## config.mk

```make
export PLATFORM = sky130hd
export DESIGN_NAME = chmc_front
export DESIGN_NICKNAME = d
export VERILOG_FILES = /design/src/sv/chmc_pkg.sv /design/src/sv/chmc_front.sv
export SDC_FILE = /design/constraint.sdc
export NUM_CORES = 1
export LEC_CHECK = 0
export BUFFER_PORTS_ARGS = -buffer_cell sky130_fd_sc_hd__buf_2
export CAP_MARGIN = 10
export CORE_UTILIZATION = 57
export DETAILED_ROUTE_END_ITERATION = 12
export PLACE_DENSITY = 0.79
export SLEW_MARGIN = 10
export SYNTH_ARGS = -nofsm -noshare
export SYNTH_HDL_FRONTEND = slang
export SYNTH_SLANG_ARGS = --single-unit
```

## constraint.sdc

```tcl
create_clock -name clock -period 3.8 [get_ports clock]
set_input_delay 0.57 -clock clock [delete_from_list [all_inputs] [get_ports clock]]
set_output_delay 0.57 -clock clock [all_outputs]
set_load 0.005 [all_outputs]
```

## src/sv/chmc_pkg.sv

```systemverilog
`timescale 1ns / 1ps
// ----------------------------------------------------------------------------
// chmc_pkg: shared types and constants of the cache hit/miss classifier
// Geometry limits, register and code names, queue entry and set row layout.
// ----------------------------------------------------------------------------
package chmc_pkg;

   localparam int MAX_SETS  = 1024;
   localparam int MAX_WAYS  = 8;
   localparam int ADDR_BITS = 32;

   localparam int SET_BITS      = (MAX_SETS > 1) ? $clog2(MAX_SETS) : 1;
   localparam int WAY_BITS      = (MAX_WAYS > 1) ? $clog2(MAX_WAYS) : 1;
   localparam int WCNT_BITS     = $clog2(MAX_WAYS + 1);
   localparam int IB_MAX        = $clog2(MAX_SETS + 1) - 1;
   localparam int LINE_CNT_BITS = $clog2(MAX_SETS * MAX_WAYS + 1);
   localparam int STAMP_BITS    = 64;
   localparam int USE_BITS      = 32;
   localparam int TOT_BITS      = 32;
   localparam int LFSR_BITS     = 32;
   localparam int DIGITS        = LFSR_BITS / 4;

   localparam logic [LFSR_BITS-1:0] LFSR_TOGGLE = 32'hB4BCD35C;

   // register indexes
   localparam logic [1:0] REG_OFFSET = 2'd0;
   localparam logic [1:0] REG_INDEX  = 2'd1;
   localparam logic [1:0] REG_WAYS   = 2'd2;
   localparam logic [1:0] REG_POLICY = 2'd3;

   // replacement policies
   localparam logic [1:0] POL_RANDOM = 2'd0;
   localparam logic [1:0] POL_FIFO   = 2'd1;
   localparam logic [1:0] POL_LRU    = 2'd2;
   localparam logic [1:0] POL_LFU    = 2'd3;

   // miss classes
   localparam logic [1:0] CLS_HIT        = 2'd0;
   localparam logic [1:0] CLS_COMPULSORY = 2'd1;
   localparam logic [1:0] CLS_CONFLICT   = 2'd2;
   localparam logic [1:0] CLS_CAPACITY   = 2'd3;

   typedef struct packed {
      logic [4:0]           offset_bits;
      logic [3:0]           ib;
      logic [WCNT_BITS-1:0] ways;
      logic [1:0]           policy;
   } cfg_type;

   typedef struct packed {
      logic [SET_BITS-1:0]  set;
      logic [ADDR_BITS-1:0] tag;
   } q_entry_type;

   typedef struct packed {
      logic [MAX_WAYS-1:0]                 valid;
      logic [MAX_WAYS-1:0][ADDR_BITS-1:0]  tag;
      logic [MAX_WAYS-1:0][STAMP_BITS-1:0] stamp;
      logic [MAX_WAYS-1:0][USE_BITS-1:0]   uses;
      logic [WAY_BITS-1:0]                 ptr;
   } row_type;

   localparam int ROW_BITS = $bits(row_type);

endpackage

```

## src/sv/chmc_front.sv

```systemverilog
`timescale 1ns / 1ps
// ----------------------------------------------------------------------------
// chmc_front: address splitter
// Take one address, split it into set index and tag, hold it for the queue.
// ----------------------------------------------------------------------------
module chmc_front import chmc_pkg::*; (
   input  logic                 clock,
   input  logic                 reset,
   input  cfg_type              cfg,
   input  logic                 req_valid,
   output logic                 req_ready,
   input  logic [ADDR_BITS-1:0] req_address,
   output logic                 out_valid,
   input  logic                 out_ready,
   output q_entry_type          out_data
);

   logic                 valid_ff, valid_in;
   q_entry_type          data_ff;
   logic [ADDR_BITS-1:0] block;
   logic [SET_BITS:0]    set_mask;
   q_entry_type          split;

   assign req_ready = !valid_ff || out_ready;

   always_comb begin
      block     = req_address >> cfg.offset_bits;
      set_mask  = ((SET_BITS+1)'(1) << cfg.ib) - (SET_BITS+1)'(1);
      split.set = block[SET_BITS-1:0] & set_mask[SET_BITS-1:0];
      split.tag = block >> cfg.ib;
   end

   always_comb begin
      valid_in = valid_ff;
      if (out_ready) begin
         valid_in = 1'b0;
      end
      if (req_valid && req_ready) begin
         valid_in = 1'b1;
      end
   end

   always_ff @(posedge clock) begin
      if (reset) begin
         valid_ff <= 1'b0;
      end else begin
         valid_ff <= valid_in;
      end
      if (req_valid && req_ready) begin
         data_ff <= split;
      end
   end

   assign out_valid = valid_ff;
   assign out_data  = data_ff;

endmodule

```

; After elaboration in Yosys (flattened, before gate mapping)
; Index checks and enable logic that the tools add are counted.
[classes]
add_sub_neg = 1
shift = 3
mux = 2
bitwise = 1
n_reduce_logical = 4
[op_table]
columns = cell, n
row1 = $shr A32 B4 Y32, 1
row2 = $shr A32 B5 Y32, 1
row3 = $and A10 B10 Y10, 1
row4 = $shl A1 B4 Y10 const A, 1
row5 = $sub A10 B2 Y10 const B, 1
row6 = $mux W1, 2
row7 = $reduce_bool A2 Y1, 1
row8 = $logic_and A1 B1 Y1, 1
row9 = $logic_not A1 Y1, 1
row10 = $logic_or A1 B1 Y1, 1
[word_totals]
reg_bits = 43
out_inout_bits = 44
wordCells = 14

; Logic depth before layout (Yosys ltp)
; Gate-level depths: netlist (run 1).
[logic_depth]
ltp_word = 4
depth_mapped = 12
mapped_depth_nobuf = 8

; Worst setup path after synthesis (run 1)
; Ideal clock, no wire load.
[synth_timing]
kind = input-to-reg
start = in cfg[10] (netlist name)
end = reg data_ff (netlist bit out_data[3]) (data pin)
setup_time_ps = 261
arrival_ps = 3123
required_ps = 3539
setup_slack_ps = 416
stages = 9
cell_sequence = buf_6 -> buf_12 -> mux4_2 -> mux4_2 -> a221o_1 -> o41a_1 -> mux4_2 -> and2_1 -> a311o_1
[synth_lines]
columns = element, line_no
row1 = "start, declared", chmc_front.sv:9  ; input cfg_type cfg,
row2 = "end signal, assigned", chmc_front.sv:50  ; data_ff <= split;
row3 = "end, declared", chmc_front.sv:19  ; q_entry_type data_ff;

==> flow_metrics.tcl, run 1 <==
set metrics [dict create \
    resized_gates_after_cts 0 \
    max_slew_margin 0.371 \
    worst_hold_path.endpoint "out_valid" \
    max_cap_violations 0 \
    worstPathMaxFanout 15 \
    static-leakage-power_uw 0.00223 \
    finalSetupViolCount 0 \
    num_antenna_cells 0 \
    maximum_number_of_pins_on_one_net_before_global_route_repair 43 \
    post_cts.repair.setup_buffers 0 \
    synth-main-ff-cell "sky130_fd_sc_hd__edfxtp_1" \
    utilization 0.696 \
    drt_pass1_iterations 7 \
    min_path_type "in -> reg" \
    area.growth.synth_to_final_pct 16.6 \
    synth-warning-count 0 \
    grt_first_pass_wirelength_um 21900 \
    design_power_total_uw 1620 \
    drc_errors 0 \
    grt_pass1_vias 4260 \
    timing.fmax_mhz 291 \
    routed_via_density 6.95 \
    clock_sinks 43 \
    routed_wire_length_um 13900 \
    initial_core_util 0.597 \
    port_buffers 88 \
    synthesis.instances 472 \
    startpoint_type "primary input" \
    placer_s_final_routability_congestion_estimate 0.931 \
    post_cts_hold_buffer_count 0 \
    async_flop_share 0 \
    setup.worst_path.end_class "flip-flop" \
    clock_tree.root_cell "sky130_fd_sc_hd__clkbuf_8" \
    layout_min_cycle_time_ps 3440 \
    sw_frac_of_total 0.339 \
    cts_made_buffers 5 \
    layout.filler_cells 641 \
    synth_seq_area_share 0.273 \
    layout_common_cells "sky130_fd_sc_hd__buf_2, sky130_fd_sc_hd__mux2i_1, sky130_fd_sc_hd__nand2_1" \
    post_route_cells_drive_above_1_share 0.343 \
    power.switching_uw 551 \
    placeableCoreArea_mm2 0.00785 \
    fin_nets 611 \
    multi_input_comb_area_mm2 0.00316 \
    rsz0062_at_grt "no" \
    netlist-cell-type-count 55 \
    critical_path.reg2reg.startpoint "out_valid" \
    final_hold_viol_count 0 \
    synth_enable_flop_cells 42 \
    power.density_cell_area_mw_per_mm2 297 \
    pre_cts_slack_ps 61.1 \
    power.share.sequential 0.359 \
    setup-tns-final_ps 0 \
    worst-setup-path-type "in -> reg" \
    die-area_mm2 0.00859 \
    required_ps 3850 \
    combinational_power_share 0.415 \
    die_width_um 92.7 \
    placementRows 32 \
    tritoncts "yes" \
    power.ir.vdd_worst_uv 144 \
    clock_path_buffers 2 \
    overflow 0 \
    floorplan.die.height_um 92.7 \
    cp.arrival_ps 3490 \
    area.sequential_mm2 0.00128 \
    synth-seq-cells 43 \
    detailed_place_hpwl_um 10800 \
    status "completed" \
    clockPowerShare 0.226 \
    synth.net_count 524 \
    insertion_delay_ps 300 \
    reg2reg_depth 2 \
    clock_tree.htree_level_count 2 \
    worst_hold_path_startpoint "reset" \
    internal_power_uw 1070 \
    cell_count_of_the_worst_hold_path 2 \
    path_clk_slew_ps 80 \
    io-pin-count 95 \
    syn_avg_cell_area_um2 9.93 \
    drt_first_iter_violations 459 \
    slew_viol_final 0 \
    fin_ws_ps 361 \
    skew_ps 8.21 \
    r2r_end "out_data[32]" \
    antenna_left 0 \
    syn_area_mm2 0.00469 \
    ff2ff_setup_slack_ps 2240 \
    routed-via-count 4604 \
    wl_per_cell_um 21.0 \
    post-route-period-util 0.905 \
    most_common_library_cell_in_the_layout_ignoring_fill_and_taps "sky130_fd_sc_hd__buf_2" \
    track_usage 0.330 \
    tightestPinTransition_ps 944 \
    grt_antenna_before_repair 0 \
]
[worst max-delay path by stage]
| stage | to | from | cells after the start | slack [ps] |
|---|---|---|---|---|
| after floorplan | out_data[3] | cfg[10] | 9 | 420 |
| after global placement | out_data[3] | cfg[10] | 9 | 120 |
| after CTS | out_data[3] | cfg[10] | 9 | 370 |
| final | out_data[3] | cfg[10] | 9 | 360 |
| after detailed placement | out_data[3] | cfg[10] | 9 | 60 |
| after global routing | out_data[3] | cfg[10] | 9 | 300 |
[state kept, by name, summed over array words and instances, names as in the netlist]
signal	cells
out_data	42
out_valid	1
[synthesized netlist by cell type, drive strengths merged, types with 3 or more instances]
cell type	instances	area, µm²
mux2i	46	460
nand2	46	173
edfxtp	42	1260
mux4	42	965
nor2	41	154
o22ai	31	194
clkbuf	28	105
a21oi	23	115
mux2	19	214
buf	17	103
nand3	13	65.1
o21ai	13	65.1
nor3	11	55.1
inv	10	37.5
a22oi	7	57.6
o211ai	6	45.0
a211oi	5	37.5
and2	5	31.3
nor2b	5	31.3
o31ai	5	37.5
a22o	4	35.0
nand2b	4	25.0
a211o	3	26.3
a221o	3	30.0
o21a	3	22.5
o221ai	3	26.3
o32ai	3	26.3
or2	3	18.8
[worst max-delay path: stages]
cell	delay, ps
sky130_fd_sc_hd__buf_2	250
sky130_fd_sc_hd__buf_12	200
sky130_fd_sc_hd__mux4_2	520
sky130_fd_sc_hd__mux2_2	360
sky130_fd_sc_hd__mux2_2	320
sky130_fd_sc_hd__a211o_1	280
sky130_fd_sc_hd__mux4_2	470
sky130_fd_sc_hd__and2_1	180
sky130_fd_sc_hd__a311o_1	330
[kinds of logic after synthesis]
family          synth area share
mux                        0.350
xor+xnor                 0.00187
simple gates               0.129
flops                      0.273
fa+ha+maj                0.00267
buf+inv                   0.0523
compound gates             0.191
[metrics by stage]
step                hold WS [ps]  instances  cell area, µm²
floorplan                    522        472            4690
detailed placement           499        654            5350
finish                       414        662            5470
global placement             483        654            5350
CTS                          413        662            5470
global route                 414        662            5470
[cell type report]
class | count | area share
Multi-Input combinational cell | 374 | 0.579
Sequential cell | 43 | 0.234
Timing Repair Buffer | 125 | 0.136
Tap cell | 102 | 0.0234
Clock buffer | 5 | 0.0126
Clock inverter | 3 | 0.00801
Inverter | 10 | 0.00687
[metal layers]
layer,GRT usage,share of wire,vias to the layer above
met5,0,0,-
met4,0.128,0.031,0
met3,0.0443,0.094,39
met2,0.543,0.48,295
met1,0.445,0.39,2210
li1,-,-,2060
[power groups by stage]
stage	Combinational [µW]	Clock, µW	Sequential [µW]
floorplan	422	0	602
global placement	645	0	593
detailed placement	658	0	595
CTS	660	366	584
global route	719	385	587
finish	675	366	583
Power figures use the tool's default switching activity.
==> run 2: changes to the inputs <==
- CORE_UTILIZATION: 57 -> 58
- CTS_BUF_LIST: default -> sky130_fd_sc_hd__clkbuf_8
- PLACE_DENSITY: 0.79 -> 0.84
==> flow_metrics.tcl, run 2 (synthesis results as in run 1) <==
set metrics [dict create \
    status "completed" \
    fin_nets 602 \
    cpMostUsedCell "sky130_fd_sc_hd__mux4_2" \
    pre_cts_slack_ps 52.6 \
    min_path_type "in -> reg" \
    drt_first_iter_violations 400 \
    placer_s_final_routability_congestion_estimate 0.987 \
    num_antenna_cells 0 \
    power.ir.vdd_worst_uv 154 \
    finalSetupViolCount 0 \
    layout_min_cycle_time_ps 3430 \
    grt_antenna_before_repair 0 \
    crit_path_max_incr_delay_ps 680 \
    utilization 0.691 \
    area.growth.synth_to_final_pct 14.5 \
    grtUsageMet1 0.428 \
    setup.worst_path.end_class "flip-flop" \
    io-pin-count 95 \
    fin_ws_ps 366 \
    grt_pass1_vias 4252 \
    final_hold_viol_count 0 \
    crit_path_top_delay_cell "sky130_fd_sc_hd__mux4_1" \
    overflow 0 \
    placeableCoreArea_mm2 0.00777 \
    tritoncts "yes" \
    cp.arrival_ps 3480 \
    track_usage 0.331 \
    area.sequential_mm2 0.00128 \
    detailed_place_hpwl_um 10300 \
    max_slew_margin 0.386 \
    rsz0062_at_grt "no" \
    use_met2 0.557 \
    routed_via_density 6.97 \
    setup-tns-final_ps 0 \
    timing.critical_path.buf_inv 1 \
    kind_of_cell_with_the_highest_combined_delay_on_the_critical_path "multiplexers" \
    port_buffers 88 \
    post_cts.repair.setup_buffers 0 \
    global_route.usage.met3 0.0323 \
    grt_first_pass_wirelength_um 21800 \
    antenna_left 0 \
    timing.fmax_mhz 291 \
    drc_errors 0 \
    post-route-period-util 0.904 \
    routed_wire_length_um 13600 \
    static-leakage-power_uw 0.00217 \
    most_common_library_cell_in_the_layout_ignoring_fill_and_taps "sky130_fd_sc_hd__buf_2" \
    die_width_um 91.9 \
    floorplan.die.height_um 91.9 \
    startpoint_type "primary input" \
    tightestPinTransition_ps 920 \
    multi_input_comb_area_mm2 0.00316 \
    routed-via-count 4553 \
    skew_ps 6.09 \
    die-area_mm2 0.00845 \
    maximum_number_of_pins_on_one_net_before_global_route_repair 43 \
    clock_tree.htree_level_count 2 \
    largest_register_ffs 42 \
    critical_path.cell_chain "buf_2, mux4_1, mux4_2, a221o_1, o41a_1, mux4_2, and2_1, a311o_1" \
    wl_per_cell_um 20.8 \
    grt_most_used_layer "met2" \
    worstPathMaxFanout 14 \
    initial_core_util 0.604 \
    clock_path_buffers 2 \
    placementRows 32 \
    power.density_cell_area_mw_per_mm2 283 \
    slew_viol_final 0 \
    cts_made_buffers 5 \
    post_route_cells_drive_above_1_share 0.330 \
    post_cts_hold_buffer_count 0 \
    worst-setup-path-type "in -> reg" \
    path_clk_slew_ps 80 \
    max_cap_violations 0 \
    resized_gates_after_cts 0 \
    clock_tree.root_cell "sky130_fd_sc_hd__clkbuf_8" \
    layout_common_cells "sky130_fd_sc_hd__buf_2, sky130_fd_sc_hd__mux2i_1, sky130_fd_sc_hd__nand2_1" \
    layout.filler_cells 594 \
    drt_pass1_iterations 5 \
    clock_sinks 43 \
    required_ps 3850 \
    insertion_delay_ps 300 \
]
## run 2: cell count changes in the layout (fill, tap and decap cells not counted)
cell / change
sky130_fd_sc_hd__buf_4: -9
sky130_fd_sc_hd__clkinv_4: -1
sky130_fd_sc_hd__bufinv_16: -1
sky130_fd_sc_hd__inv_1: +1
sky130_fd_sc_hd__clkinvlp_4: +1
## run 2: per-stage QoR
stage / power (µW) / hold WS, ps / instance area (µm²) / instances
finish: 1520 / 422 / 5370 / 653
detailed placement: 1230 / 497 / 5290 / 645
global route: 1590 / 415 / 5370 / 653
global placement: 1220 / 482 / 5290 / 645
CTS: 1500 / 423 / 5370 / 653
floorplan: 1020 / 522 / 4690 / 472
## run 2: power by group
part / internal, µW / total [µW] / switching [µW] / leakage (µW)
Clock: 126 / 278 / 153 / 0.0000453
Sequential: 575 / 584 / 8.85 / 0.000425
Combinational: 291 / 658 / 367 / 0.00170
Total: 991 / 1520 / 529 / 0.00217
## run 2: worst paths after layout
| check | from | to | slack (ps) | cells after the start |
|---|---|---|---|---|
| worst max-delay path | cfg[10] | out_data[3] | 370 | 8 |
| worst min-delay path | reset | out_valid | 420 | 2 |
| worst max register to register | out_valid | out_data[31] | 2250 | 2 |
| worst min register to register | out_valid | out_valid | 500 | 2 |
## run 2: routing by layer
layer  vias to the layer above  wire length (µm)
li1                       2046                 -
met1                      2169              5310
met2                       284              6620
met3                        54              1030
met4                         0               594
met5                         -                 0
## run 2: final cells by class
class | instances | area share
clock buffers | 5 | 0.0128
clock inverters | 3 | 0.00303
inverters | 10 | 0.00699
multi-input cells | 374 | 0.589
flip-flops and latches | 43 | 0.239
well taps | 102 | 0.0238
repair buffers | 116 | 0.126
==> run 3: changes to the inputs <==
- CORE_UTILIZATION: 58 -> 62
- PLACE_DENSITY: 0.84 -> 0.89
- clock period: 3.8 -> 4.4 ns (I/O delays scaled with it)
==> flow_metrics.tcl, run 3 (synthesis results as in run 1) <==
set metrics [dict create \
    status "completed" \
    startpoint "cfg[10]" \
    power.share.sequential 0.383 \
    most_common_library_cell_in_the_layout_ignoring_fill_and_taps "sky130_fd_sc_hd__buf_2" \
    sw_frac_of_total 0.355 \
    max_slew_margin 0.372 \
    max_cap_violations 0 \
    drt_pass1_iterations 5 \
    drc_errors 0 \
    port_buffers 88 \
    final_hold_viol_count 0 \
    critical_path.reg2reg.startpoint "out_valid" \
    min_path_type "in -> reg" \
    worst_hold_path_startpoint "reset" \
    tightestPinTransition_ps 942 \
    num_antenna_cells 0 \
    startpoint_type "primary input" \
    combinational_power_share 0.417 \
    cp.arrival_ps 3760 \
    die-area_mm2 0.00791 \
    power.ir.vdd_worst_uv 118 \
    initial_core_util 0.643 \
    static-leakage-power_uw 0.00209 \
    timing.critical_path.buf_inv 2 \
    clockPowerShare 0.199 \
    track_usage 0.337 \
    layout.filler_cells 572 \
    post_route_cells_drive_above_1_share 0.315 \
    routed-via-count 4574 \
    io-pin-count 95 \
    internal_power_uw 847 \
    routed_wire_length_um 13000 \
    clock_tree.root_cell "sky130_fd_sc_hd__clkbuf_8" \
    clock_sinks 43 \
    finalSetupViolCount 0 \
    crit_path_max_incr_delay_ps 560 \
    die_width_um 89.0 \
    timing.fmax_mhz 271 \
    critical_path.cell_chain "buf_2, buf_12, mux2_2, mux4_2, a22oi_2, a22oi_1, mux4_2, and2_1, a311o_1" \
    insertion_delay_ps 310 \
    antenna_left 0 \
    area.growth.synth_to_final_pct 12.1 \
    power.switching_uw 466 \
    detailed_place_hpwl_um 9820 \
    floorplan.die.height_um 89.0 \
    kind_of_cell_with_the_highest_combined_delay_on_the_critical_path "multiplexers" \
    grt_first_pass_wirelength_um 20200 \
    worstPathMaxFanout 20 \
    clock_path_buffers 2 \
    required_ps 4470 \
    pre_cts_slack_ps 410 \
    rsz0062_at_grt "no" \
    layout_min_cycle_time_ps 3690 \
    cpMostUsedCell "sky130_fd_sc_hd__mux4_2" \
    layout_common_cells "sky130_fd_sc_hd__buf_2, sky130_fd_sc_hd__mux2i_1, sky130_fd_sc_hd__nand2_1" \
    placer_s_final_routability_congestion_estimate 0.974 \
    grt_antenna_before_repair 0 \
    routed_via_density 7.19 \
    path_clk_slew_ps 90 \
    grt_pass1_vias 4090 \
    power.density_cell_area_mw_per_mm2 250 \
    fin_nets 588 \
    crit_path_top_delay_cell "sky130_fd_sc_hd__mux4_2" \
    holdWs_ps 517 \
    overflow 0 \
    drt_first_iter_violations 470 \
    setup-tns-final_ps 0 \
    placementRows 31 \
    post-route-period-util 0.838 \
    maximum_number_of_pins_on_one_net_before_global_route_repair 43 \
    tritoncts "yes" \
    setup.worst_path.end_class "flip-flop" \
    worst-setup-path-type "in -> reg" \
    post_cts_hold_buffer_count 0 \
    slew_viol_final 0 \
    clock_tree.htree_level_count 2 \
    wl_per_cell_um 20.4 \
    skew_ps 10.7 \
    cts_made_buffers 5 \
    fin_ws_ps 714 \
    resized_gates_after_cts 0 \
    largest_register_ffs 42 \
    placeableCoreArea_mm2 0.00729 \
    post_cts.repair.setup_buffers 0 \
]
[run 3: cell types whose count changed in the layout (fill, tap and decap cells not counted)]
| cell | change |
|---|---|
| sky130_fd_sc_hd__buf_12 | -1 |
| sky130_fd_sc_hd__buf_4 | -13 |
| sky130_fd_sc_hd__clkinv_2 | -1 |
| sky130_fd_sc_hd__clkinvlp_4 | +1 |
| sky130_fd_sc_hd__inv_1 | -1 |
| sky130_fd_sc_hd__inv_6 | +1 |
[run 3: final cells by class]
cell class	instances	area, µm²	share of cell area
Clock buffer	5	68.8	0.0131
Clock inverter	3	23.8	0.00452
Inverter	10	37.5	0.00714
Multi-Input combinational cell	374	3160	0.602
Sequential cell	43	1280	0.244
Tap cell	99	124	0.0236
Timing Repair Buffer	102	558	0.106
[run 3: layer usage]
layer | GRT usage | part of all wire | up-vias
met4 | 0.170 | 0.043 | 0
li1 | - | - | 2014
met5 | 0 | 0 | -
met1 | 0.428 | 0.38 | 2136
met3 | 0.0489 | 0.090 | 66
met2 | 0.566 | 0.48 | 358
[run 3: stage by stage]
| step | util | cells | total power [µW] | cell area, µm² |
|---|---|---|---|---|
| 2_1_floorplan | - | 472 | 885 | 4690 |
| 4_1_cts | 0.721 | 636 | 1290 | 5260 |
| 3_3_place_gp | 0.708 | 628 | 1020 | 5160 |
| 5_1_grt | 0.721 | 636 | 1360 | 5260 |
| 3_5_place_dp | 0.708 | 628 | 1040 | 5160 |
| 6_report | 0.721 | 636 | 1310 | 5260 |
[run 3: worst paths after layout]
path                  endpoint  slack, ps  cells after the start
hold / removal       out_valid        520                      2
setup / recovery   out_data[3]        710                      9
setup reg to reg  out_data[31]       2800                      2
hold reg to reg      out_valid        550                      2
[run 3: power groups by stage]
stage	registers [µW]	clock network, µW	logic, µW
global placement	511	0	513
detailed placement	513	0	530
floorplan	520	0	365
finish	503	262	548
CTS	504	257	532
global route	508	272	583
