`src/sv/chmc_pkg.sv`:
```
`timescale 1ns / 1ps
// ----------------------------------------------------------------------------
// chmc_pkg: shared types and constants of the cache hit/miss classifier
// Geometry limits, register and code names, queue entry and set row layout.
// ----------------------------------------------------------------------------
package chmc_pkg;

   localparam int MAX_SETS  = 1024;
   localparam int MAX_WAYS  = 8;
   localparam int ADDR_BITS = 32;

   localparam int SET_BITS      = (MAX_SETS > 1) ? $clog2(MAX_SETS) : 1;
   localparam int WAY_BITS      = (MAX_WAYS > 1) ? $clog2(MAX_WAYS) : 1;
   localparam int WCNT_BITS     = $clog2(MAX_WAYS + 1);
   localparam int IB_MAX        = $clog2(MAX_SETS + 1) - 1;
   localparam int LINE_CNT_BITS = $clog2(MAX_SETS * MAX_WAYS + 1);
   localparam int STAMP_BITS    = 64;
   localparam int USE_BITS      = 32;
   localparam int TOT_BITS      = 32;
   localparam int LFSR_BITS     = 32;
   localparam int DIGITS        = LFSR_BITS / 4;

   localparam logic [LFSR_BITS-1:0] LFSR_TOGGLE = 32'hB4BCD35C;

   // register indexes
   localparam logic [1:0] REG_OFFSET = 2'd0;
   localparam logic [1:0] REG_INDEX  = 2'd1;
   localparam logic [1:0] REG_WAYS   = 2'd2;
   localparam logic [1:0] REG_POLICY = 2'd3;

   // replacement policies
   localparam logic [1:0] POL_RANDOM = 2'd0;
   localparam logic [1:0] POL_FIFO   = 2'd1;
   localparam logic [1:0] POL_LRU    = 2'd2;
   localparam logic [1:0] POL_LFU    = 2'd3;

   // miss classes
   localparam logic [1:0] CLS_HIT        = 2'd0;
   localparam logic [1:0] CLS_COMPULSORY = 2'd1;
   localparam logic [1:0] CLS_CONFLICT   = 2'd2;
   localparam logic [1:0] CLS_CAPACITY   = 2'd3;

   typedef struct packed {
      logic [4:0]           offset_bits;
      logic [3:0]           ib;
      logic [WCNT_BITS-1:0] ways;
      logic [1:0]           policy;
   } cfg_type;

   typedef struct packed {
      logic [SET_BITS-1:0]  set;
      logic [ADDR_BITS-1:0] tag;
   } q_entry_type;

   typedef struct packed {
      logic [MAX_WAYS-1:0]                 valid;
      logic [MAX_WAYS-1:0][ADDR_BITS-1:0]  tag;
      logic [MAX_WAYS-1:0][STAMP_BITS-1:0] stamp;
      logic [MAX_WAYS-1:0][USE_BITS-1:0]   uses;
      logic [WAY_BITS-1:0]                 ptr;
   } row_type;

   localparam int ROW_BITS = $bits(row_type);

endpackage

```
`src/sv/chmc_queue.sv`:
```
`timescale 1ns / 1ps
// ----------------------------------------------------------------------------
// chmc_queue: two-entry queue between front and back
// Decouple the address splitter from the tag engine.
// ----------------------------------------------------------------------------
module chmc_queue import chmc_pkg::*; (
   input  logic        clock,
   input  logic        reset,
   input  logic        push_valid,
   output logic        push_ready,
   input  q_entry_type push_data,
   output logic        pop_valid,
   input  logic        pop,
   output q_entry_type pop_data
);

   q_entry_type entry_ff [2];
   logic        wr_ptr_ff, rd_ptr_ff;
   logic [1:0]  count_ff;
   logic        do_push;

   assign push_ready = (count_ff != 2'd2);
   assign pop_valid  = (count_ff != 2'd0);
   assign pop_data   = entry_ff[rd_ptr_ff];
   assign do_push    = push_valid && push_ready;

   always_ff @(posedge clock) begin
      if (reset) begin
         wr_ptr_ff <= 1'b0;
         rd_ptr_ff <= 1'b0;
         count_ff  <= 2'd0;
      end else begin
         if (do_push) begin
            wr_ptr_ff <= !wr_ptr_ff;
         end
         if (pop) begin
            rd_ptr_ff <= !rd_ptr_ff;
         end
         count_ff <= count_ff + {1'b0, do_push} - {1'b0, pop};
      end
      if (do_push) begin
         entry_ff[wr_ptr_ff] <= push_data;
      end
   end

endmodule

```
`config.mk`:
```
export PLATFORM = sky130hd
export DESIGN_NAME = chmc_queue
export DESIGN_NICKNAME = d
export VERILOG_FILES = /design/src/sv/chmc_pkg.sv /design/src/sv/chmc_queue.sv
export SDC_FILE = /design/constraint.sdc
export NUM_CORES = 1
export LEC_CHECK = 0
export BUFFER_PORTS_ARGS = -buffer_cell sky130_fd_sc_hd__buf_2
export CORE_UTILIZATION = 46
export DETAILED_ROUTE_END_ITERATION = 6
export PLACE_DENSITY = 0.78
export SLEW_MARGIN = 20
export SYNTH_ARGS = -nofsm -noshare
export SYNTH_HDL_FRONTEND = slang
export SYNTH_SLANG_ARGS = --single-unit
```
`constraint.sdc`:
```
create_clock -name clock -period 1.7 [get_ports clock]
set_input_delay 0.17 -clock clock [delete_from_list [all_inputs] [get_ports clock]]
set_output_delay 0.17 -clock clock [all_outputs]
set_load 0.02 [all_outputs]
```
## Word level (Yosys, flattened, before mapping)

Memories as Yosys holds them, arrays and structs flattened. A register that Yosys moved wholly into a read port is not among the register bits.
Index checks and enable logic that the tools add are counted.
W data, S select, Z words.

- Memory bits (read-only): 0
- Input bits: 46
- Word-level logic and storage cells: 15
- Bits in registers: 4
- Memories: 1
- Bits in writable memories: 84
- Output and inout bits: 44
- Bits in latches: 0

- Muxes and demuxes: 4
- $add $sub $neg: 2
- $mul: 0
- Divide/modulo/power cells: 0
- Shifts and indexed selects: 0
- Magnitude comparators: 0
- Reduce and logical (&&, ||, !) cells: 4
- Bitwise operators: 0
- Equal/unequal tests: 1

Memories:

| memory | words | bits a word | read ports | clocked after Yosys merged registers in | wr ports | RTL line | text |
|---|---|---|---|---|---|---|---|
| entry_ff | 2 | 42 | 1 | 1 | 1 | chmc_queue.sv:17 | `q_entry_type entry_ff [2];` |

Operator list:

| operator | count |
|---|---|
| $mux W1 | 4 |
| $add A2 B1 Y2 | 1 |
| $logic_not A1 Y1 | 2 |
| $ne A2 B2 Y1 const B | 1 |
| $reduce_bool A2 Y1 | 1 |
| $sub A2 B1 Y2 | 1 |
| $logic_and A1 B1 Y1 | 1 |

## Logic depth before layout (Yosys ltp)

Gate-level depths: netlist of run 1.

- Depth in word-level cells: 4
- Depth in mapped cells: 7
- Gate-level depth less buffers: 7

## Least setup slack after synthesis of run 1

Ideal clock, no wire load.

- Path type: register to register
- Start point: reg count_ff[0]
- End point: mem entry_ff[0][0] (netlist name), enable pin
- Cell stages (with the launch flop): 4
- Clock period less this slack: 1.998 ns
- Data arrival time: 1.601 ns
- Setup time: 0.396 ns
- Slack: -0.298 ns
- Path buffers: 0
- Required time: 1.304 ns
- Cells stage by stage: dfxtp_1 > nand2b_1 > nand3b_1 > inv_1

- Longest elaborated chain between the ends: 4

RTL lines:

| element | RTL line | text |
|---|---|---|
| start: declaration | chmc_queue.sv:19 | `logic [1:0] count_ff;` |
| start signal: assignment | chmc_queue.sv:39 | `count_ff <= count_ff + {1'b0, do_push} - {1'b0, pop};` |
| $ne A2 B2 Y1 | chmc_queue.sv:22 | `assign push_ready = (count_ff != 2'd2);` |
| via push_ready | chmc_queue.sv:10 | `output logic push_ready,` |
| $logic_and A1 B1 Y1 | chmc_queue.sv:25 | `assign do_push = push_valid && push_ready;` |
| $mux W1 | chmc_queue.sv:41 | `if (do_push) begin` |
| $mux W1 (implied by the code) | chmc_queue.sv:42 | `entry_ff[wr_ptr_ff] <= push_data;` |
| end: declaration | chmc_queue.sv:17 |  |

The timed path passes the listed nets, and every way through them passes these cells.

==> flow_summary.ini, run 1 <==
[sta]
maxSlewHeadroom_pct = 80.4
setup_viol = 0
max_freq_ghz = 0.630
period_minus_slack_ns = 1.59
slew_violations = 0
finalHoldViolations = 0
worst_pin_slew_ns = 0.294
period_share_pct = 93.3
fin_skew_ns = 0.00592

[drt]
wl_mm = 5.42
drc_errors = 0
wire_per_inst_um = 14.2
detail-route-antenna-nets = 0
drtIter0Drc = 63
routed_via_density = 4.75
vias = 1815
dr.pass1.iters = 4

[floorplan]
row_count = 30
io_pins = 90
dieArea_um2 = 7470
die_h_um = 86.4
initial_core_util_pct = 48.0
die_x_um = 86.4
core_um2 = 6830

[clock_network]
path_clk_slew_ns = 0.08
cts_buffers = 9
cts.sinks = 89
post-cts-setup-buffers = 0
cts_tree = built
htree_levels = 3
root_buffer = clkbuf_8
clkLatencyLatePin_ns = 0.34
clk_path_buf_depth = 2

[global_routing]
grt_max_degree = 27
grt_overflow = 0
grt_pass1_vias = 1748
grtUsageTotal_pct = 14.7
gr-usage-met3_pct = 5.24
antenna_found_initial = 0
use_met1_pct = 15.9
grt_util_met2_pct = 26.4
top_usage_layer = met2
grt_pass1_wl_mm = 8.01

[cells_and_area]
area_growth_pct = 31.8
nets = 328
stdcell_area_um2 = 4320
nFillCells = 539
layout-drive-gt1-share_pct = 55.2
diodes = 0

[synth]
syn_nets = 206
synth.area.top_cells = edfxtp_1 (77%), mux2_2 (14%), dfxtp_1 (3.1%), buf_2 (0.61%), nand4b_1 (0.53%)
ys_ff_latch = 89
synth_edf_count = 84
syn_area_um2 = 3280
synth_area_leader_cell = edfxtp_1
syn_inst = 159
yosys_warnings = 0
synth_top_area_share_pct = 76.9
yosysSeqAreaShare_pct = 80.0
yosysMostFrequentCell = edfxtp_1
synth_area_per_cell_um2 = 20.6
synth_flop_cell = edfxtp_1
ys_types = 22
synthArstFlopShare_pct = 0
synthTopCellsByCount = edfxtp_1 (84), mux2_2 (42), dfxtp_1 (5)

[power_and_ir_drop]
vdd_drop_max_mv = 0.865
p_leak_nw = 1.62
powerDensity_nw_per_um2 = 1130
p_total_mw = 4.87

[placement]
place_area_um2 = 3920
place_congestion = 0.666
io_buffers = 89
hpwlAfterDp_mm = 3.39

[worst_setup_path]
cp-end-kind = output port
slowest_stage = dfxtp_2
r2r_end = count_ff[1]$_SDFF_PP0_
critPathArrivalTime_ns = 1.42
path_class = flip-flop to output port
crit_chain = buf_6 -> mux2_2 -> buf_2
setup.worst_path.start_class = flip-flop
rrSetupSlack_ns = 0.12
crit_fanout = 16
cp_slowest_stage_delay_ns = 0.36
required_ns = 1.53
ff2ff_path_depth = 6
reg2reg_from = count_ff[0]$_SDFF_PP0_
endpoint = pop_data[18]

[run]
cap_violations = 0

[hold_path]
hp-class = input pin to flip-flop
hold_path_startpoint = push_data[29]
min_path_cells = 1

[run_status]
status = finished, final reports clean
==> layout by cell type, fill, tap and decap left out, types with 2 or more instances in the layout <==
cell type and n:
dlygate4sd3_1 21, nand4b_1 2, buf_12 3, clkinvlp_4 2, clkbuf_8 9, edfxtp_1 84, dfxtp_2 3, dfxtp_1 2
mux2_2 42, buf_4 2, nor2_1 2, inv_1 2, xnor2_1 2, buf_2 89, clkinv_1 2
==> critical path: cells and delay by family (launching register included) <==
kind	cells	cell delay (ns)
multiplexers	1	0.36
flip-flops	1	0.36
buffers and inverters	2	0.36
==> power by group <==
part	total [mW]	switching [mW]	internal, mW
clock network	1.35	0.683	0.670
registers	2.67	0.0516	2.62
logic	0.851	0.475	0.376
total	4.87	1.21	3.66
==> how the worst min path moves through the flow <==
| stage | to | slack (ns) |
|---|---|---|
| after floorplan | wr_ptr_ff$_SDFFE_PP0P_ | 0.24 |
| after global placement | entry_ff[0][6]$_DFFE_PP_ | 0.36 |
| after detailed placement | entry_ff[0][37]$_DFFE_PP_ | 0.36 |
| after CTS | entry_ff[0][3]$_DFFE_PP_ | 0.0002 |
| after global routing | entry_ff[0][20]$_DFFE_PP_ | 0.0007 |
| final | entry_ff[1][29]$_DFFE_PP_ | 0.02 |
==> what timing repair did <==
item,in CTS,in global routing
hold buffers,3,18
setup endpoints to repair,0,17
resized for setup,0,4
hold endpoints to repair,6,36
==> through the flow <==
step	setup TNS (ns)	worst slack (ns)	hold slack [ns]	std cells	util, %
floorplan	0	0.0419	0.239	159	-
global placement	0	0.152	0.358	345	57.3
detailed placement	0	0.0866	0.363	345	57.3
CTS	0	0.0329	0.000210	364	60.5
global route	-0.00198	-0.00198	0.000677	382	63.2
finish	0	0.114	0.0183	382	63.2
==> final cells by class <==
| cell class | count | area [um^2] | area share, % |
|---|---|---|---|
| Clock buffer | 10 | 128 | 2.95 |
| Clock inverter | 6 | 58.8 | 1.36 |
| Sequential cell | 89 | 2630 | 60.8 |
| Multi-Input combinational cell | 62 | 629 | 14.6 |
| Timing Repair Buffer | 116 | 742 | 17.2 |
| Inverter | 3 | 15.0 | 0.348 |
| Tap cell | 96 | 120 | 2.78 |
==> sequential cells by signal, summed over array words and instances (netlist names), named ones only <==
register and cells:
rd_ptr_ff 1, entry_ff 84, count_ff 2, wr_ptr_ff 1
==> per-layer routing <==
metal / up-vias / part of all wire (%) / routed length [um]
met5: - / 0 / 0
met3: 6 / 4.6 / 251
met1: 892 / 40 / 2150
met2: 51 / 54 / 2950
met4: 0 / 1.1 / 61
li1: 866 / - / -
==> cell families (layout without fill, tap and decap cells) <==
family          count (synthesis)  in the layout  synth area share (%)
simple gates                   13             13                  2.63
mux                            42             42                  14.4
xor+xnor                        2              2                 0.534
fa+ha+maj                       1              1                 0.382
compound gates                  4              4                 0.954
flops                          89             89                  80.0
buf+inv                         8            135                  1.07
Note: power is estimated with default switching activity, not from simulation.
==> run 2, diff against run 1 <==
--- a/config.mk
+++ b/config.mk
@@ -6,9 +6,9 @@
 export NUM_CORES = 1
 export LEC_CHECK = 0
 export BUFFER_PORTS_ARGS = -buffer_cell sky130_fd_sc_hd__buf_2
-export CORE_UTILIZATION = 46
+export CORE_UTILIZATION = 25
 export DETAILED_ROUTE_END_ITERATION = 6
-export PLACE_DENSITY = 0.78
+export PLACE_DENSITY = 0.5
 export SLEW_MARGIN = 20
 export SYNTH_ARGS = -nofsm -noshare
 export SYNTH_HDL_FRONTEND = slang
==> flow_summary.ini, run 2 (same netlist as run 1, synthesis figures left out) <==
[run_status]
status = finished, final reports clean

[sta]
finalHoldViolations = 0
fin_skew_ns = 0.00595
period_minus_slack_ns = 1.61
setup-tns-final_ns = 0
slew_violations = 0
maxSlewHeadroom_pct = 80.0
rsz0062_at_grt = false
worst_pin_slew_ns = 0.292
period_share_pct = 95.0
max_freq_ghz = 0.619
setup_viol = 0

[placement]
io_buffers = 89
place_congestion = 0.602
hpwlAfterDp_mm = 3.60
place_area_um2 = 4010

[floorplan]
dieArea_um2 = 13600
core_um2 = 12700
initial_core_util_pct = 25.8
die_x_um = 117
die_h_um = 117
io_pins = 90
row_count = 41

[power_and_ir_drop]
clock_power_share_pct = 33.3
vdd_drop_max_mv = 0.589
net-switching-power_mw = 1.29
share_seq_of_total_power_pct = 50.8
netSwitchingFraction_pct = 24.6
p_leak_nw = 1.60
pwr-share-comb_pct = 16.0
powerDensity_nw_per_um2 = 1210
power.internal_mw = 3.97

[drt]
drc_errors = 0
wire_per_inst_um = 13.4
vias = 1761
detail-route-antenna-nets = 0
drtIter0Drc = 80
dr.pass1.iters = 4
wl_mm = 5.93
routed_via_density = 3.98

[clock_network]
root_buffer = clkbuf_16
path_clk_slew_ns = 0.06
cts_buffers = 9
htree_levels = 3
clkLatencyLatePin_ns = 0.34
cts_tree = built
clk_path_buf_depth = 2
cts.sinks = 89
post-cts-setup-buffers = 0

[global_routing]
grt_overflow = 0
grt_max_degree = 43
grt_pass1_vias = 1778
grtUsageTotal_pct = 9.11
antenna_found_initial = 0
grt_pass1_wl_mm = 8.67

[worst_setup_path]
required_ns = 1.53
crit_fanout = 21
slowest_stage = dfxtp_2
crit_chain = clkbuf_16 -> mux2_2 -> buf_2
cp_slowest_stage_delay_ns = 0.37
setup.worst_path.start_class = flip-flop
critPathArrivalTime_ns = 1.44
rrSetupSlack_ns = 0.11
path_class = flip-flop to output port
cp-end-kind = output port

[cells_and_area]
nFillCells = 1303
layout_commonest_cell = buf_2
layout-drive-gt1-share_pct = 58.1
nets = 312
area_growth_pct = 33.0
layout_common_cells = buf_2 (89), edfxtp_1 (84), mux2_2 (42)
largest_reg_flops = 84
reg.largest.list = entry_ff (84), count_ff (2)
register_area_um2 = 2630
largest-register = entry_ff
multi_input_area_um2 = 628
stdcell_area_um2 = 4360
diodes = 0

[run]
cap_violations = 0

[hold_path]
hp-class = input pin to flip-flop
==> run 2: final cells by class <==
type,instances,area share (%)
flip-flops and latches,89,60.2
clock buffers,11,5.34
clock inverters,5,0.746
well taps,172,4.94
repair buffers,100,14.0
inverters,3,0.344
multi-input cells,62,14.4
==> run 2: stage by stage <==
step	power, mW	setup slack (ns)	hold WS (ns)	std cells	utilization [%]
6_report	5.26	0.0855	0.0201	442	34.3
5_1_grt	5.51	0.00836	0.00385	442	34.3
4_1_cts	5.34	0.00249	0.00107	438	33.8
3_5_place_dp	3.55	0.0703	0.363	419	31.5
3_3_place_gp	3.54	0.133	0.359	419	31.5
2_1_floorplan	3.22	0.0419	0.239	159	-
==> run 2: worst max-delay path, delay by kind of cell, from the launching register on <==
family	cells	cell delay, ns
buffers and inverters	2	0.38
DFF	1	0.37
muxes	1	0.35
==> run 2: final timing paths <==
check	cells after the start	to	start
worst min-delay path	1	entry_ff[1][30]$_DFFE_PP_	push_data[30]
worst max-delay path	3	pop_data[35]	flip-flop
worst min register to register	2	rd_ptr_ff$_SDFFE_PP0P_	rd_ptr_ff$_SDFFE_PP0P_
worst max register to register	6	count_ff[1]$_SDFF_PP0_	count_ff[0]$_SDFF_PP0_
==> run 2: layer usage <==
metal  global-route usage [%]  part of all wire, %  up-vias
met5                        0                    0        -
li1                         -                    -      839
met4                     3.59                  1.3        0
met1                     9.69                   42      861
met3                     5.14                  6.8        5
met2                     15.0                   50       56
==> run 2: power by group through the flow <==
| stage | logic [mW] | registers, mW | clock network [mW] |
|---|---|---|---|
| finish | 0.840 | 2.67 | 1.75 |
| global route | 0.914 | 2.69 | 1.91 |
| CTS | 0.846 | 2.67 | 1.83 |
| detailed placement | 0.838 | 2.71 | 0 |
| global placement | 0.834 | 2.70 | 0 |
| floorplan | 0.520 | 2.70 | 0 |
==> run 2: timing repair <==
action	in CTS	in global routing
setup endpoints to repair	0	43
hold buffers	3	3
endpoints found under the hold margin	6	6
gates resized for setup	0	1
==> run 3, diff against run 2 <==
--- a/config.mk
+++ b/config.mk
@@ -5,10 +5,11 @@
 export SDC_FILE = /design/constraint.sdc
 export NUM_CORES = 1
 export LEC_CHECK = 0
+export ABC_AREA = 1
 export BUFFER_PORTS_ARGS = -buffer_cell sky130_fd_sc_hd__buf_2
 export CORE_UTILIZATION = 25
 export DETAILED_ROUTE_END_ITERATION = 6
-export PLACE_DENSITY = 0.5
+export PLACE_DENSITY = 0.49
 export SLEW_MARGIN = 20
 export SYNTH_ARGS = -nofsm -noshare
 export SYNTH_HDL_FRONTEND = slang
==> flow_summary.ini, run 3 <==
[clock_network]
path_clk_slew_ns = 0.06
cts_buffers = 9
root_buffer = clkbuf_16
htree_levels = 3
clk_path_buf_depth = 2
clkLatencyLatePin_ns = 0.34
cts.sinks = 89
cts_tree = built

[worst_setup_path]
ff2ff_path_depth = 10
slowest_stage = dfxtp_4
cp_slowest_stage_delay_ns = 0.43
required_ns = 1.53
cp.depth = 3
crit_fanout = 17
critPathArrivalTime_ns = 1.46
crit_buf_inv = 2
path_class = flip-flop to output port
cp-end-kind = output port
setup.worst_path.start_class = flip-flop
cp_top_family = flip-flops
crit_chain = buf_12 -> mux2_4 -> buf_2

[power_and_ir_drop]
p_total_mw = 5.46
p_leak_nw = 1.77
vdd_drop_max_mv = 0.613
powerDensity_nw_per_um2 = 1210

[drt]
dr.pass1.iters = 4
route.met3.wl_um = 368
wl_mm = 5.89
drc_errors = 0
wirelength_met1_mm = 2.48
drtIter0Drc = 69
routed_via_density = 3.90
highest_layer = met4
dr_wl_met2_mm = 2.89
vias = 1755
wire_per_inst_um = 13.1
detail-route-antenna-nets = 0

[sta]
slew_violations = 0
setup-tns-final_ns = 0
finalHoldViolations = 0
maxSlewHeadroom_pct = 82.6
period_share_pct = 95.9
worst_pin_slew_ns = 0.261
fin_skew_ns = 0.00532
period_minus_slack_ns = 1.63
fin_hold_ws_ns = 0.0192
max_freq_ghz = 0.613
fin_ws_ns = 0.0689
setup_viol = 0

[placement]
dp.cells = 427
hpwlAfterDp_mm = 3.76
io_buffers = 89
pre_cts_ws_ns = 0.360
place_congestion = 0.628

[global_routing]
grt_pass1_vias = 1742
antenna_found_initial = 0
grt_max_degree = 43
grt_pass1_wl_mm = 8.73
grt_overflow = 0
grtUsageTotal_pct = 8.65

[synth]
yosys_warnings = 0
yosysMostFrequentCell = edfxtp_1
syn_inst = 163
ys_ff_latch = 89
synthTopCellsByCount = edfxtp_1 (84), mux2_4 (40), nand2_1 (8)
syn_area_um2 = 3460
ys_types = 13
yosysSeqAreaShare_pct = 75.7
synth_top_area_share_pct = 72.9
synth_area_leader_cell = edfxtp_1
synthArstFlopShare_pct = 0
synth.area.top_cells = edfxtp_1 (73%), mux2_4 (17%), dfxtp_1 (2.9%), buf_12 (2.3%), nand2_1 (0.87%)
synth_flop_cell = edfxtp_1
syn_nets = 210
synth_edf_count = 84
synth_area_per_cell_um2 = 21.2

[floorplan]
die_h_um = 120
dieArea_um2 = 14300
io_pins = 90
die_x_um = 120
initial_core_util_pct = 25.8
core_um2 = 13400
row_count = 42

[cells_and_area]
diodes = 0
area_growth_pct = 30.4
largest_reg_flops = 84
nets = 317
layout_commonest_cell = buf_2
largest-register = entry_ff
layout-drive-gt1-share_pct = 56.6
reg.largest.list = entry_ff (84), count_ff (2)
layout_common_cells = buf_2 (88), edfxtp_1 (84), mux2_4 (40)
final-instance-count-excl-fill = 450

[run_status]
status = finished, final reports clean

[run]
cap_violations = 0

[hold_path]
min_path_cells = 1
hp-class = input pin to flip-flop
[run 3: cell types whose count changed after synthesis, moves of 2 or more]
cell / change
nand4b_1: -2
nand2_1: +7
nor2_1: +4
nand2b_1: -2
nand3_1: +2
buf_2: -4
mux2_4: +40
mux2_2: -40
inv_1: +3
buf_12: +4
[run 3: routing by layer]
metal / vias up / track usage (%)
met4: 0 / 6.33
li1: 832 / -
met2: 58 / 13.2
met5: - / 0
met1: 854 / 9.94
met3: 11 / 3.28
[run 3: path summary, 6_finish.rpt]
path / from / endpoint / slack, ns
setup / recovery: flip-flop / pop_data[40] / 0.07
hold / removal: push_data[36] / entry_ff[1][36]$_DFFE_PP_ / 0.02
setup reg to reg: count_ff[0]$_SDFF_PP0_ / count_ff[1]$_SDFF_PP0_ / 0.37
hold reg to reg: wr_ptr_ff$_SDFFE_PP0P_ / wr_ptr_ff$_SDFFE_PP0P_ / 0.51
[run 3: kinds of logic after synthesis]
| kind of cell | after synthesis | synth area share [%] |
|---|---|---|
| XOR/XNOR | 2 | 0.506 |
| AO/OA/AOI/OAI | 2 | 0.289 |
| adder cells (fa/ha/maj) | 1 | 0.361 |
| AND/OR/NAND/NOR | 16 | 1.81 |
| flip-flops | 89 | 75.8 |
| multiplexers | 42 | 18.0 |
| buffers and inverters | 11 | 3.29 |
[run 3: final cells by class]
type / count / area [um^2]
Clock buffer: 10 / 229
Clock inverter: 5 / 47.5
Inverter: 6 / 22.5
Sequential cell: 89 / 2630
Timing Repair Buffer: 101 / 618
Fill cell: 1337 / 8890
Multi-Input combinational cell: 63 / 751
Tap cell: 176 / 220
[run 3: repair_timing]
| action | CTS | global route |
|---|---|---|
| cloned | 0 | 1 |
| setup buffers | 0 | 2 |
| gates resized for setup | 0 | 1 |
| endpoints found under the hold margin | 9 | 0 |
| hold buffers | 5 | 0 |
| setup endpoints to repair | 1 | 36 |
| pin swaps | 0 | 0 |
[run 3: metrics by stage]
stage	instance area [um^2]	util (%)
after global placement	4150	30.9
after floorplan	3490	-
after detailed placement	4150	30.9
after CTS	4470	33.4
final	4510	33.7
after global routing	4510	33.7
[run 3: where the power goes]
part           internal, mW  total [mW]  switching, mW
Clock                  1.11        1.85          0.737
Combinational         0.432       0.940          0.508
Sequential             2.62        2.67         0.0551
Total                  4.16        5.46           1.30
